<file path="src/rtl/scle_pkg.sv">
`timescale 1ns / 1ps

package scle_pkg;

    localparam int MAP_ENTRIES  = 58;
    localparam int BUFFER_DEPTH = 256;
    localparam int MAX_RESULTS  = 3;

    localparam logic [8:0] CAP_RESET = 9'd256;
    localparam logic [8:0] CAP_MIN   = 9'd2;
    localparam logic [8:0] CAP_MAX   = 9'(BUFFER_DEPTH);

    localparam logic [7:0] STATUS_DATA_READY = 8'h01;
    localparam logic [7:0] STATUS_MOUSE      = 8'h20;
    localparam logic [7:0] SCAN_RELEASE      = 8'h80;

    localparam logic [7:0] CHAR_NUL = 8'h00;
    localparam logic [7:0] CHAR_BS  = 8'h08;
    localparam logic [7:0] CHAR_LF  = 8'h0A;
    localparam logic [7:0] CHAR_CR  = 8'h0D;
    localparam logic [7:0] CHAR_SP  = 8'h20;
    localparam logic [7:0] CHAR_DEL = 8'h7F;

    localparam logic [2:0] REG_ADDR_LINE_CAPACITY = 3'd0;

    // Set-1 make codes to ASCII; codes past the map read as no character.
    localparam logic [7:0] KEY_TABLE [64] = '{
        8'h00, 8'h00, 8'h31, 8'h32, 8'h33, 8'h34, 8'h35, 8'h36,
        8'h37, 8'h38, 8'h39, 8'h30, 8'h2D, 8'h3D, 8'h08, 8'h09,
        8'h71, 8'h77, 8'h65, 8'h72, 8'h74, 8'h79, 8'h75, 8'h69,
        8'h6F, 8'h70, 8'h5B, 8'h5D, 8'h0A, 8'h00, 8'h61, 8'h73,
        8'h64, 8'h66, 8'h67, 8'h68, 8'h6A, 8'h6B, 8'h6C, 8'h3B,
        8'h27, 8'h60, 8'h00, 8'h5C, 8'h7A, 8'h78, 8'h63, 8'h76,
        8'h62, 8'h6E, 8'h6D, 8'h2C, 8'h2E, 8'h2F, 8'h00, 8'h2A,
        8'h00, 8'h20, 8'h00, 8'h00, 8'h00, 8'h00, 8'h00, 8'h00
    };

    typedef struct packed {
        logic       echo_valid;
        logic [7:0] echo_byte;
        logic       store_valid;
        logic [7:0] store_index;
        logic [7:0] store_byte;
        logic       line_done;
        logic [7:0] line_length;
        logic       last;
    } result_t;

    localparam result_t RESULT_NONE = '0;

endpackage

</file>
<file path="src/rtl/scle_decode.sv">
`timescale 1ns / 1ps

module scle_decode (
    input  logic [7:0]                   controller_status,
    input  logic [7:0]                   scan_code,
    input  logic [8:0]                   line_capacity,
    input  logic [7:0]                   cursor,
    output logic [1:0]                   result_count,
    output scle_pkg::result_t [2:0]      results,
    output logic [7:0]                   cursor_next
);
    import scle_pkg::*;

    logic       key_ok;
    logic [7:0] ch;
    logic [8:0] cap;
    logic [7:0] lim;
    logic [7:0] cursor_inc;

    always_comb begin
        ch = KEY_TABLE[scan_code[5:0]];
        key_ok = ((controller_status & STATUS_DATA_READY) != '0)
            && ((controller_status & STATUS_MOUSE) == '0)
            && ((scan_code & SCAN_RELEASE) == '0)
            && (scan_code < 8'(MAP_ENTRIES))
            && (ch != CHAR_NUL);

        cap = line_capacity;
        if (cap < CAP_MIN) begin
            cap = CAP_MIN;
        end
        if (cap > CAP_MAX) begin
            cap = CAP_MAX;
        end
        lim = 8'(cap - 9'd1);
        cursor_inc = cursor + 8'd1;

        result_count = 2'd0;
        results = {RESULT_NONE, RESULT_NONE, RESULT_NONE};
        cursor_next = cursor;

        if (key_ok) begin
            if (cursor >= lim) begin
                // Capacity was lowered under the cursor: close the line at the limit.
                result_count = 2'd1;
                results[0].store_valid = 1'b1;
                results[0].store_index = lim;
                results[0].line_done = 1'b1;
                results[0].line_length = lim;
                results[0].last = 1'b1;
                cursor_next = '0;
            end else if (ch == CHAR_LF || ch == CHAR_CR) begin
                result_count = 2'd2;
                results[0].echo_valid = 1'b1;
                results[0].echo_byte = CHAR_CR;
                results[1].echo_valid = 1'b1;
                results[1].echo_byte = CHAR_LF;
                results[1].store_valid = 1'b1;
                results[1].store_index = cursor;
                results[1].line_done = 1'b1;
                results[1].line_length = cursor;
                results[1].last = 1'b1;
                cursor_next = '0;
            end else if (ch == CHAR_BS || ch == CHAR_DEL) begin
                if (cursor != '0) begin
                    result_count = 2'd3;
                    results[0].echo_valid = 1'b1;
                    results[0].echo_byte = CHAR_BS;
                    results[1].echo_valid = 1'b1;
                    results[1].echo_byte = CHAR_SP;
                    results[2].echo_valid = 1'b1;
                    results[2].echo_byte = CHAR_BS;
                    results[2].last = 1'b1;
                    cursor_next = cursor - 8'd1;
                end
            end else begin
                results[0].echo_valid = 1'b1;
                results[0].echo_byte = ch;
                results[0].store_valid = 1'b1;
                results[0].store_index = cursor;
                results[0].store_byte = ch;
                if (cursor_inc >= lim) begin
                    result_count = 2'd2;
                    results[1].store_valid = 1'b1;
                    results[1].store_index = cursor_inc;
                    results[1].line_done = 1'b1;
                    results[1].line_length = cursor_inc;
                    results[1].last = 1'b1;
                    cursor_next = '0;
                end else begin
                    result_count = 2'd1;
                    results[0].last = 1'b1;
                    cursor_next = cursor_inc;
                end
            end
        end
    end

endmodule

</file>
<file path="src/rtl/scle_out.sv">
`timescale 1ns / 1ps

module scle_out (
    input  logic                         aclk,
    input  logic                         aresetn,
    input  logic                         load,
    input  logic [1:0]                   load_count,
    input  scle_pkg::result_t [2:0]      load_results,
    output logic                         can_load,
    output logic                         m_tvalid,
    input  logic                         m_tready,
    output logic [39:0]                  m_tdata,
    output logic                         m_tlast
);
    import scle_pkg::*;

    result_t [2:0] plan_reg;
    result_t [2:0] plan_next;
    logic [1:0]    rem_reg;
    logic [1:0]    rem_next;
    result_t       head;

    assign m_tvalid = (rem_reg != 2'd0);
    assign can_load = (rem_reg == 2'd0) || ((rem_reg == 2'd1) && m_tready);
    assign head = plan_reg[0];

    always_comb begin
        plan_next = plan_reg;
        rem_next = rem_reg;
        if (load) begin
            plan_next = load_results;
            rem_next = load_count;
        end else if (m_tvalid && m_tready) begin
            plan_next = {RESULT_NONE, plan_reg[2], plan_reg[1]};
            rem_next = rem_reg - 2'd1;
        end
    end

    always_ff @(posedge aclk) begin
        plan_reg <= plan_next;
        if (!aresetn) begin
            rem_reg <= '0;
        end else begin
            rem_reg <= rem_next;
        end
    end

    assign m_tdata = {5'd0, head.line_length, head.line_done, head.store_byte,
                      head.store_index, head.store_valid, head.echo_byte,
                      head.echo_valid};
    assign m_tlast = head.last;

endmodule

</file>
<file path="src/rtl/scancode_line_editor_top.sv">
`timescale 1ns / 1ps

// A request taken on s_tdata is held in the input register and then loaded into the result
// register, from which its first result is offered.
// Requests flow at one per cycle while each yields at most one result and m_tready is high;
// a request that yields n results holds the result register until all n are taken, one
// result a cycle while m_tready is high. Reset (aresetn low at a clock edge) empties both
// registers, clears the cursor and sets line_capacity to 256.
module scancode_line_editor_top (
    input  logic        aclk,
    input  logic        aresetn,
    input  logic        psel,
    input  logic        penable,
    input  logic        pwrite,
    input  logic [2:0]  paddr,
    input  logic [31:0] pwdata,
    output logic [31:0] prdata,
    output logic        pready,
    input  logic        s_tvalid,
    output logic        s_tready,
    // [7:0] controller_status, [15:8] scan_code
    input  logic [15:0] s_tdata,
    output logic        m_tvalid,
    input  logic        m_tready,
    // [0] echo_valid, [8:1] echo_byte, [9] store_valid, [17:10] store_index,
    // [25:18] store_byte, [26] line_done, [34:27] line_length, [39:35] zero
    output logic [39:0] m_tdata,
    output logic        m_tlast
);
    import scle_pkg::*;

    logic [8:0]    cap_reg;
    logic [7:0]    cursor_reg;
    logic [7:0]    cursor_next;
    logic          in_valid_reg;
    logic [15:0]   in_data_reg;
    logic          can_load;
    logic          consume;
    logic          cfg_write;
    logic [1:0]    result_count;
    result_t [2:0] results;

    assign pready = 1'b1;
    assign cfg_write = psel && penable && pwrite && pready
        && ({paddr[2], 2'b00} == REG_ADDR_LINE_CAPACITY);
    assign prdata = ({paddr[2], 2'b00} == REG_ADDR_LINE_CAPACITY)
        ? {23'd0, cap_reg} : 32'd0;

    assign consume = in_valid_reg && can_load;
    assign s_tready = !in_valid_reg || consume;

    scle_decode u_decode (
        .controller_status (in_data_reg[7:0]),
        .scan_code         (in_data_reg[15:8]),
        .line_capacity     (cap_reg),
        .cursor            (cursor_reg),
        .result_count      (result_count),
        .results           (results),
        .cursor_next       (cursor_next)
    );

    scle_out u_out (
        .aclk         (aclk),
        .aresetn      (aresetn),
        .load         (consume),
        .load_count   (result_count),
        .load_results (results),
        .can_load     (can_load),
        .m_tvalid     (m_tvalid),
        .m_tready     (m_tready),
        .m_tdata      (m_tdata),
        .m_tlast      (m_tlast)
    );

    always_ff @(posedge aclk) begin
        if (s_tvalid && s_tready) begin
            in_data_reg <= s_tdata;
        end
        if (!aresetn) begin
            cap_reg <= CAP_RESET;
            cursor_reg <= '0;
            in_valid_reg <= 1'b0;
        end else begin
            if (cfg_write) begin
                cap_reg <= pwdata[8:0];
            end
            if (consume) begin
                cursor_reg <= cursor_next;
            end
            if (s_tready) begin
                in_valid_reg <= s_tvalid;
            end
        end
    end

endmodule
</file>
<file path="config.mk">
export PLATFORM = sky130hd
export DESIGN_NAME = scancode_line_editor_top
export DESIGN_NICKNAME = d
export VERILOG_FILES = /design/src/rtl/scle_pkg.sv /design/src/rtl/scle_decode.sv /design/src/rtl/scle_out.sv /design/src/rtl/scancode_line_editor_top.sv
export SDC_FILE = /design/constraint.sdc
export NUM_CORES = 1
export LEC_CHECK = 0
export BUFFER_PORTS_ARGS = -buffer_cell sky130_fd_sc_hd__buf_2
export CORE_ASPECT_RATIO = 0.9
export CORE_MARGIN = 2
export CORE_UTILIZATION = 30
export CTS_CLUSTER_DIAMETER = 40
export DETAILED_ROUTE_END_ITERATION = 7
export PLACE_DENSITY = 0.5
export REMOVE_ABC_BUFFERS = 1
export SYNTH_ARGS = -nofsm -noshare
export SYNTH_HDL_FRONTEND = slang
export SYNTH_SLANG_ARGS = --single-unit
export TNS_END_PERCENT = 5
</file>
<file path="constraint.sdc">
create_clock -name aclk -period 5.3 [get_ports aclk]
set_clock_uncertainty 0.15 [all_clocks]
set_input_delay 1.325 -clock aclk [delete_from_list [all_inputs] [get_ports aclk]]
set_output_delay 1.325 -clock aclk [all_outputs]
set_load 0.1 [all_outputs]
</file>
==> results of run 1 <==
worst min path at each step:
stage,start,end,cells past startpoint
6_report,cap_reg[1],cap_reg[1],2
5_1_grt,cap_reg[4],cap_reg[4],2
4_1_cts,cap_reg[1],cap_reg[1],2
3_5_place_dp,cap_reg[4],cap_reg[4],2
3_3_place_gp,cap_reg[4],cap_reg[4],2
2_1_floorplan,cap_reg[7],cap_reg[7],2
cell type report:
| cell class | count | area [um2] |
|---|---|---|
| inverters | 23 | 86.3 |
| fillers | 1882 | 11700 |
| multi-input cells | 409 | 2680 |
| flip-flops and latches | 79 | 2170 |
| repair buffers | 82 | 438 |
| well taps | 240 | 300 |
| clock inverters | 4 | 52.6 |
| clock buffers | 12 | 256 |
where the power goes:
part           switching (mW)  internal [mW]  total, mW
registers              0.0355          0.774      0.809
logic                   0.674          0.132      0.806
clock network           0.254          0.393      0.647
total                   0.964           1.30       2.26
per-layer routing:
layer	GRT usage	up-vias	share of wire	wire length (um)
li1	-	2037	-	-
met1	0.194	1956	0.50	6390
met2	0.190	142	0.42	5380
met3	0.0336	16	0.061	784
met4	0.0405	0	0.017	212
met5	0	-	0	0
cells in the final DEF (no fill, tap or decap), drive strengths merged, types with 17 or more instances in the layout:
cell    count
buf        82
nand2      62
edfxtp     59
nor2       42
conb       31
a21oi      29
ha         29
inv        24
o21ai      23
dfxtp      20
nand2b     17
logic make-up (layout without fill, tap and decap cells):
kind of cell / Yosys count / count (layout)
AND/OR/NAND/NOR: 191 / 191
AO/OA/AOI/OAI: 125 / 125
buffers and inverters: 115 / 121
flip-flops: 79 / 79
adder cells (fa/ha/maj): 31 / 31
multiplexers: 17 / 17
XOR/XNOR: 14 / 14
other: 2 / 31
cell usage after synthesis (4+ instances only):
master | instances | area [um2]
xnor2_1 | 7 | 61.3
or2_2 | 6 | 37.5
a31oi_1 | 5 | 31.3
nand3_1 | 9 | 45.0
nor2_1 | 42 | 158
a22o_1 | 4 | 35.0
mux2_2 | 5 | 56.3
a21o_1 | 8 | 60.1
nand2b_1 | 17 | 106
a222oi_1 | 5 | 50.1
or3_1 | 4 | 25.0
o21a_1 | 5 | 37.5
a311oi_1 | 4 | 35.0
ha_1 | 29 | 363
a2111oi_0 | 4 | 35.0
a21oi_1 | 29 | 145
a22oi_1 | 6 | 45.0
clkbuf_1 | 14 | 52.6
edfxtp_1 | 59 | 1770
o21ai_0 | 20 | 100
nor2b_1 | 14 | 87.6
nor4_1 | 4 | 25.0
inv_1 | 21 | 78.8
nor3b_1 | 5 | 37.5
dfxtp_1 | 20 | 400
nor3_1 | 6 | 30.0
o211ai_1 | 4 | 30.0
mux2i_1 | 12 | 120
nand2_1 | 62 | 233
xor2_1 | 7 | 61.3
buf_4 | 66 | 495
buf_2 | 7 | 35.0
per-stage QoR:
step	std cells	util	setup WS (ns)
2_1_floorplan	511	-	0.909
3_3_place_gp	833	0.320	0.557
3_5_place_dp	833	0.320	0.514
4_1_cts	849	0.338	0.474
5_1_grt	849	0.338	0.145
6_report	849	0.338	0.465
critical path: cells and delay by family, from the launching register on:
| kind | cells | cell delay, ns |
|---|---|---|
| DFF | 1 | 0.37 |
| xor gates and xnor gates | 1 | 0.33 |
| and+or+nand+nor | 6 | 1.88 |
| AOI/OAI and AO/OA | 5 | 0.97 |
| adders and majority gates | 3 | 0.97 |
==> flow_summary_export.csv, run 1 <==
group,metric,value,unit
setup_path,r2r_setup_slack,0.46,ns
grt,antenna_found_initial,0,
detailed_routing,vias,4151,
timing,hold_viol_final,0,
setup_path,start_kind,"flop",
finish,num_antenna_cells,0,
synth,synthXorXnorAreaFrac,0.0225,
detailed_routing,drc,0,
clock_tree,cts_buffers,9,
setup_path,r2r_start,"cap_reg[2]",
pwr,power.leakage,2.48,nW
clock_tree,cts_tree,"built",
timing,hold_ws,0.352,ns
clock_tree,h-tree-depth,3,
synth,synth_cell_type_count,76,
floorplan,io_pins,134,
detailed_routing,ant_nets,0,
setup_path,crit_type,"reg2reg",
synth,yosys_most_used_dff,"edfxtp_1",
outcome,outcome,"completed",
grt,overflow,0,
timing,drv_slew,0,
floorplan,core,17700,um2
setup_path,r2r_cells,15,
setup_path,timing.rr.end,"u_out.m_tdata[6]",
floorplan,die_h,132,um
setup_path,arrival,4.88,ns
clock_tree,cts_setup_buffers,0,
clock_tree,clk_pin_slew,0.07,ns
timing,period_needed,4.84,ns
synth,syn-cell-area,5460,um2
synth,synthCells,574,
clock_tree,root_buffer,"clkbuf_16",
timing,relSlewSlack,0.333,
floorplan,die_area,19300,um2
timing,fmax,207,MHz
clock_tree,cts_sinks,79,
clock_tree,clockBufferDepth,2,
synth,synth-edff-count,59,
setup_path,worstPathCellList,"or4_1 -> nor4_1 -> or2_2 -> nand2_1 -> ha_1 -> xnor2_1 -> ha_1 -> o21a_1 -> o211ai_1 -> o21ai_0 -> maj3_1 -> a21oi_1 -> nand2b_1 -> or3_1 -> o21ai_0",
place,port_buffers,71,
synth,synth_top_family_by_area,"simple AND/OR/NAND/NOR gates",
place,place_congestion,0.842,
timing,setup_viol,0,
setup_path,crit_fanout,9,
place,dp.final_hpwl,9370,um
place,placed_area,5680,um2
hold_path,min_path_type,"reg2reg",
timing,setup_tns,0,ns
detailed_routing,drt_first_pass_iters,5,
synth,ys_seq_area_frac,0.398,
grt,gr-usage-all-layers,0.132,
setup_path,crit_slowest_cell,"or4_1",
timing,fin_crit_sh,0.912,
detailed_routing,wl_per_cell,15.0,um
detailed_routing,drt_iter0_markers,314,
synth,yosys-mux-area-fraction,0.0323,
floorplan,rows,46,
pwr,power_density,378,nW/um2
synth,synth_adder_area_share,0.0702,
clock_tree,ctsResizeCount,0,
clock_tree,holdBufCountCts,0,
finish,fin_nets,691,
grt,grt_pass1_wl,20400,um
synth,ys_warn_count,0,
finish,drive_gt1_frac,0.199,
finish,stdcell_area,5990,um2
finish,syn_to_final_growth,9.75,%
synth,avgSynthCellArea,9.51,um2
pwr,report.power.total,2.26,mW
grt,grt_pass1_vias,3763,
floorplan,die-width,146,um
floorplan,initial_core_util,0.308,
grt,grt_max_degree,32,
setup_path,crit_end,"u_out.m_tdata[6]",
timing,max_slew.worst_pin.slew,1.00,ns
synth,synthSimpleGateAreaFrac,0.181,
detailed_routing,wl,12800,um
synth,synthArstFlopShare,0,
detailed_routing,viasPerCell,4.89,
setup_path,end_kind,"flop",
setup_path,crit_start,"cap_reg[2]",
clock_tree,clkLatencyLatePin,0.35,ns
finish,largest_reg_flops,31,
synth,synth_compound_area_frac,0.164,
pwr,ir_worst_vdd,171,uV
setup_path,required,5.34,ns
synth,ys_ff_latch,79,
run,drv_cap,0,
timing,rsz0062_at_grt,"no",
setup_path,cpPeakStageDelay,0.61,ns
Power figures use the tool's default switching activity.
==> run 2, diff against run 1 <==
--- a/config.mk
+++ b/config.mk
@@ -9,8 +9,10 @@
 export CORE_ASPECT_RATIO = 0.9
 export CORE_MARGIN = 2
 export CORE_UTILIZATION = 30
+export CTS_BUF_LIST = sky130_fd_sc_hd__clkbuf_4 sky130_fd_sc_hd__clkbuf_8
 export CTS_CLUSTER_DIAMETER = 40
 export DETAILED_ROUTE_END_ITERATION = 7
+export GPL_ROUTABILITY_DRIVEN = 1
 export PLACE_DENSITY = 0.5
 export REMOVE_ABC_BUFFERS = 1
 export SYNTH_ARGS = -nofsm -noshare
==> run 2 against run 1 <==
  * Fmax increased by 0.27%
  * Register-to-register slack about the same
  * First-iteration DRC count increased by 7.6%
  * Design area decreased by 1.6%
  * Setup slack improved by 0.013 ns
  * Sequential cell count unchanged
  * Clock-buffer cell count unchanged
  * Worst hold slack improved by 0.0021 ns
  * Largest power group unchanged
  * Final cell count unchanged
  * Critical path depth unchanged
  * Core utilization decreased by 0.55 points
==> flow_summary_export.csv, run 2 (synthesis results as in run 1) <==
group,metric,value,unit
detailed_routing,drt_iter0_markers,338,
floorplan,core,17700,um2
detailed_routing,drc,0,
hold_path,min_path_type,"reg2reg",
timing,period_needed,4.82,ns
grt,overflow,0,
place,port_buffers,71,
place,dp.final_hpwl,9370,um
pwr,ir_worst_vdd,130,uV
floorplan,io_pins,134,
timing,setup_viol,0,
detailed_routing,wl,12800,um
timing,setup_tns,0,ns
grt,grt_max_degree,32,
finish,fin_util,0.332,
floorplan,die_area,19300,um2
setup_path,crit_type,"reg2reg",
timing,fmax,207,MHz
timing,hold_viol_final,0,
detailed_routing,ant_nets,0,
finish,layout.cells.non_filler,849,
grt,antenna_found_initial,0,
clock_tree,h-tree-depth,3,
clock_tree,holdBufCountCts,0,
setup_path,crit_fanout,9,
floorplan,die-width,146,um
clock_tree,root_buffer,"clkbuf_8",
clock_tree,cts_setup_buffers,0,
setup_path,end_kind,"flop",
finish,drive_gt1_frac,0.200,
setup_path,required,5.38,ns
timing,relSlewSlack,0.330,
finish,final_cell_mix,"buf_2, nand2_1, edfxtp_1",
place,place_congestion,0.842,
pwr,power_density,357,nW/um2
clock_tree,clkLatencyLatePin,0.37,ns
clock_tree,cts_tree,"built",
detailed_routing,viasPerCell,4.84,
finish,fin_nets,691,
clock_tree,cts_sinks,79,
timing,fin_crit_sh,0.910,
floorplan,initial_core_util,0.308,
finish,syn_to_final_growth,7.96,%
grt,grt_pass1_vias,3759,
setup_path,arrival,4.90,ns
setup_path,start_kind,"flop",
clock_tree,cts_buffers,9,
detailed_routing,vias,4108,
timing,rsz0062_at_grt,"no",
timing,hold_ws,0.354,ns
detailed_routing,wl_per_cell,15.0,um
outcome,outcome,"completed",
floorplan,rows,46,
detailed_routing,drt_first_pass_iters,5,
finish,final_common_cell,"buf_2",
finish,largest_reg_flops,31,
grt,gr-usage-all-layers,0.132,
clock_tree,ctsResizeCount,0,
finish,num_antenna_cells,0,
clock_tree,clk_pin_slew,0.09,ns
place,dp_cells,833,
timing,drv_slew,0,
pwr,power.leakage,2.44,nW
grt,grt_pass1_wl,20500,um
clock_tree,clockBufferDepth,2,
floorplan,die_h,132,um
timing,max_slew.worst_pin.slew,1.00,ns
run,drv_cap,0,
-- run 2: cell counts in the layout (fill, tap and decap cells not counted) --
No cell type changed its count.
-- run 2: final cells by class --
type | instances | area, um2
multi-input cells | 409 | 2680
clock inverters | 4 | 52.6
repair buffers | 82 | 438
fillers | 1890 | 11800
flip-flops and latches | 79 | 2170
inverters | 23 | 86.3
well taps | 240 | 300
clock buffers | 12 | 159
-- run 2: per-stage QoR --
step | setup WS (ns) | area, um2 | total power, mW
after floorplan | 0.909 | 4940 | 1.50
after global placement | 0.557 | 5680 | 1.62
after detailed placement | 0.514 | 5680 | 1.63
after CTS | 0.469 | 5890 | 2.13
after global routing | 0.145 | 5890 | 2.20
final | 0.478 | 5890 | 2.10
-- run 2: metal layers --
metal  routed length [um]  track usage  vias up  share of wire
met2                 5440        0.189      129           0.43
met1                 6350        0.192     1934           0.50
li1                     -            -     2030              -
met4                  230       0.0458        0          0.018
met3                  748       0.0367       15          0.059
met5                    0            0        -              0
-- run 2: path summary, 6_finish.rpt --
kind,from,end,slack (ns),depth (start not counted)
worst min-delay path,cap_reg[1],cap_reg[1],0.35,2
worst max register to register,cap_reg[2],u_out.m_tdata[6],0.48,15
worst min register to register,cap_reg[1],cap_reg[1],0.35,2
worst max-delay path,cap_reg[2],u_out.m_tdata[6],0.48,15
-- run 2: critical path: stages (launching register included) --
cell and delay [ns]:
dfxtp_1 0.37, or4_1 0.61, nor4_1 0.33, or2_2 0.23, nand2_1 0.06, ha_1 0.28
xnor2_1 0.33, ha_1 0.30, o21a_1 0.19, o211ai_1 0.14, o21ai_0 0.12, maj3_1 0.39
a21oi_1 0.31, nand2b_1 0.12, or3_1 0.53, o21ai_0 0.21
-- run 2: report_power, final --
group	internal, mW	switching [mW]
combinational	0.132	0.674
sequential	0.773	0.0354
clock	0.251	0.235
==> run 3, diff against run 2 <==
--- a/config.mk
+++ b/config.mk
@@ -9,7 +9,7 @@
 export CORE_ASPECT_RATIO = 0.9
 export CORE_MARGIN = 2
 export CORE_UTILIZATION = 30
-export CTS_BUF_LIST = sky130_fd_sc_hd__clkbuf_4 sky130_fd_sc_hd__clkbuf_8
+export CTS_BUF_LIST = sky130_fd_sc_hd__clkbuf_8
 export CTS_CLUSTER_DIAMETER = 40
 export DETAILED_ROUTE_END_ITERATION = 7
 export GPL_ROUTABILITY_DRIVEN = 1
==> run 3 against run 2 <==
  * Core utilization barely moved
  * Sequential power barely moved
  * Critical path depth did not move
  * Final cell count did not move
  * Sequential share of layout area barely moved
  * Non-clock buffer count did not move
  * Worst hold slack did not move
  * Setup slack improved by 0.0012 ns
  * Design area barely moved
  * Clock power fell by 1%
  * Critical endpoint unchanged
  * Largest cell class unchanged
  * Highest routed layer unchanged
==> flow_summary_export.csv, run 3 (synthesis results as in run 1) <==
group,metric,value,unit
setup_path,end_kind,"flop",
finish,stdcell_area,5890,um2
clock_tree,cts_sinks,79,
floorplan,die_h,132,um
timing,rsz0062_at_grt,"no",
detailed_routing,drt_iter0_markers,345,
setup_path,r2r_setup_slack,0.48,ns
place,dp.final_hpwl,9370,um
detailed_routing,wl_per_cell,15.1,um
clock_tree,ctsResizeCount,0,
pwr,power_density,356,nW/um2
setup_path,crit_type,"reg2reg",
place,port_buffers,71,
clock_tree,clk_pin_slew,0.09,ns
grt,grt_pass1_wl,20400,um
setup_path,worstPathCellList,"or4_1 -> nor4_1 -> or2_2 -> nand2_1 -> ha_1 -> xnor2_1 -> ha_1 -> o21a_1 -> o211ai_1 -> o21ai_0 -> maj3_1 -> a21oi_1 -> nand2b_1 -> or3_1 -> o21ai_0",
timing,fmax,207,MHz
finish,largest_reg_flops,31,
timing,setup_ws,0.479,ns
detailed_routing,dr.max_layer_used,"met4",
grt,grt_max_degree,32,
detailed_routing,wl,12800,um
clock_tree,cts_buffers,9,
clock_tree,clkLatencyLatePin,0.37,ns
finish,final_cell_mix,"buf_2, nand2_1, edfxtp_1",
setup_path,cpPeakStageDelay,0.61,ns
setup_path,crit_fanout,9,
detailed_routing,wl_met1,6380,um
pwr,power.leakage,2.44,nW
timing,hold_viol_final,0,
detailed_routing,routed-wl-met2,5400,um
timing,relSlewSlack,0.323,
run,drv_cap,0,
pwr,ir_worst_vdd,130,uV
finish,num-fill-cells,1890,
detailed_routing,wl_met3,784,um
detailed_routing,viasPerCell,4.86,
finish,fin_nets,691,
place,place_congestion,0.842,
grt,antenna_found_initial,0,
setup_path,critPathTopFamily,"simple AND/OR/NAND/NOR gates",
detailed_routing,drc,0,
clock_tree,root_buffer,"clkbuf_8",
grt,grt_pass1_vias,3758,
setup_path,cp_num_buf_inv,0,
floorplan,core,17700,um2
setup_path,crit_slowest_cell,"or4_1",
timing,setup_viol,0,
timing,setup_tns,0,ns
hold_path,min_path_type,"reg2reg",
setup_path,start_kind,"flop",
place,placed_area,5680,um2
floorplan,rows,46,
floorplan,io_pins,134,
setup_path,required,5.38,ns
grt,gr-usage-all-layers,0.132,
finish,drive_gt1_frac,0.199,
finish,layout.cells.non_filler,849,
finish,fin_util,0.332,
floorplan,die_area,19300,um2
place,dp_cells,833,
clock_tree,cts_tree,"built",
finish,num_antenna_cells,0,
finish,multi_input_area,2680,um2
setup_path,arrival,4.90,ns
outcome,outcome,"completed",
floorplan,initial_core_util,0.308,
timing,drv_slew,0,
clock_tree,h-tree-depth,3,
clock_tree,clockBufferDepth,2,
detailed_routing,drt_first_pass_iters,5,
timing,max_slew.worst_pin.slew,1.01,ns
clock_tree,cts_setup_buffers,0,
floorplan,die-width,146,um
timing,fin_crit_sh,0.910,
finish,final_common_cell,"buf_2",
clock_tree,holdBufCountCts,0,
grt,overflow,0,
detailed_routing,ant_nets,0,
place,pre_cts_slack,0.514,ns
finish,syn_to_final_growth,7.89,%
timing,period_needed,4.82,ns
finish,seq_area,2170,um2
detailed_routing,vias,4130,
==> run 3: final timing paths <==
| check | cells after the start | endpoint | from |
|---|---|---|---|
| setup / recovery | 15 | u_out.m_tdata[6] | cap_reg[2] |
| hold / removal | 2 | cap_reg[1] | cap_reg[1] |
| setup reg to reg | 15 | u_out.m_tdata[6] | cap_reg[2] |
| hold reg to reg | 2 | cap_reg[1] | cap_reg[1] |
==> run 3: cell type report <==
class,count,area share
Clock buffer,11,0.0257
Tap cell,240,0.0510
Multi-Input combinational cell,409,0.456
Sequential cell,79,0.369
Clock inverter,5,0.00956
Timing Repair Buffer,82,0.0744
Inverter,23,0.0147
==> run 3: through the flow <==
stage | power [mW] | hold WS, ns
finish | 2.09 | 0.354
global route | 2.19 | 0.392
CTS | 2.12 | 0.365
detailed placement | 1.63 | 0.353
global placement | 1.62 | 0.341
floorplan | 1.50 | 0.308
==> run 3: report_power, final <==
group / switching, mW / internal (mW) / total [mW]
clock: 0.236 / 0.244 / 0.480
combinational: 0.675 / 0.132 / 0.807
sequential: 0.0353 / 0.773 / 0.808
total: 0.946 / 1.15 / 2.09
==> run 3: worst register-to-register path: cells and delay by family, from the launching register on <==
kind / cells / cell delay [ns]
adder cells (fa/ha/maj): 3 / 0.97
flip-flops: 1 / 0.37
XOR/XNOR: 1 / 0.33
AO/OA/AOI/OAI: 5 / 0.97
AND/OR/NAND/NOR: 6 / 1.90
==> run 3: routing by layer <==
| metal | GRT usage | vias to the layer above |
|---|---|---|
| li1 | - | 2031 |
| met1 | 0.191 | 1945 |
| met2 | 0.189 | 139 |
| met3 | 0.0367 | 15 |
| met4 | 0.0458 | 0 |
| met5 | 0 | - |
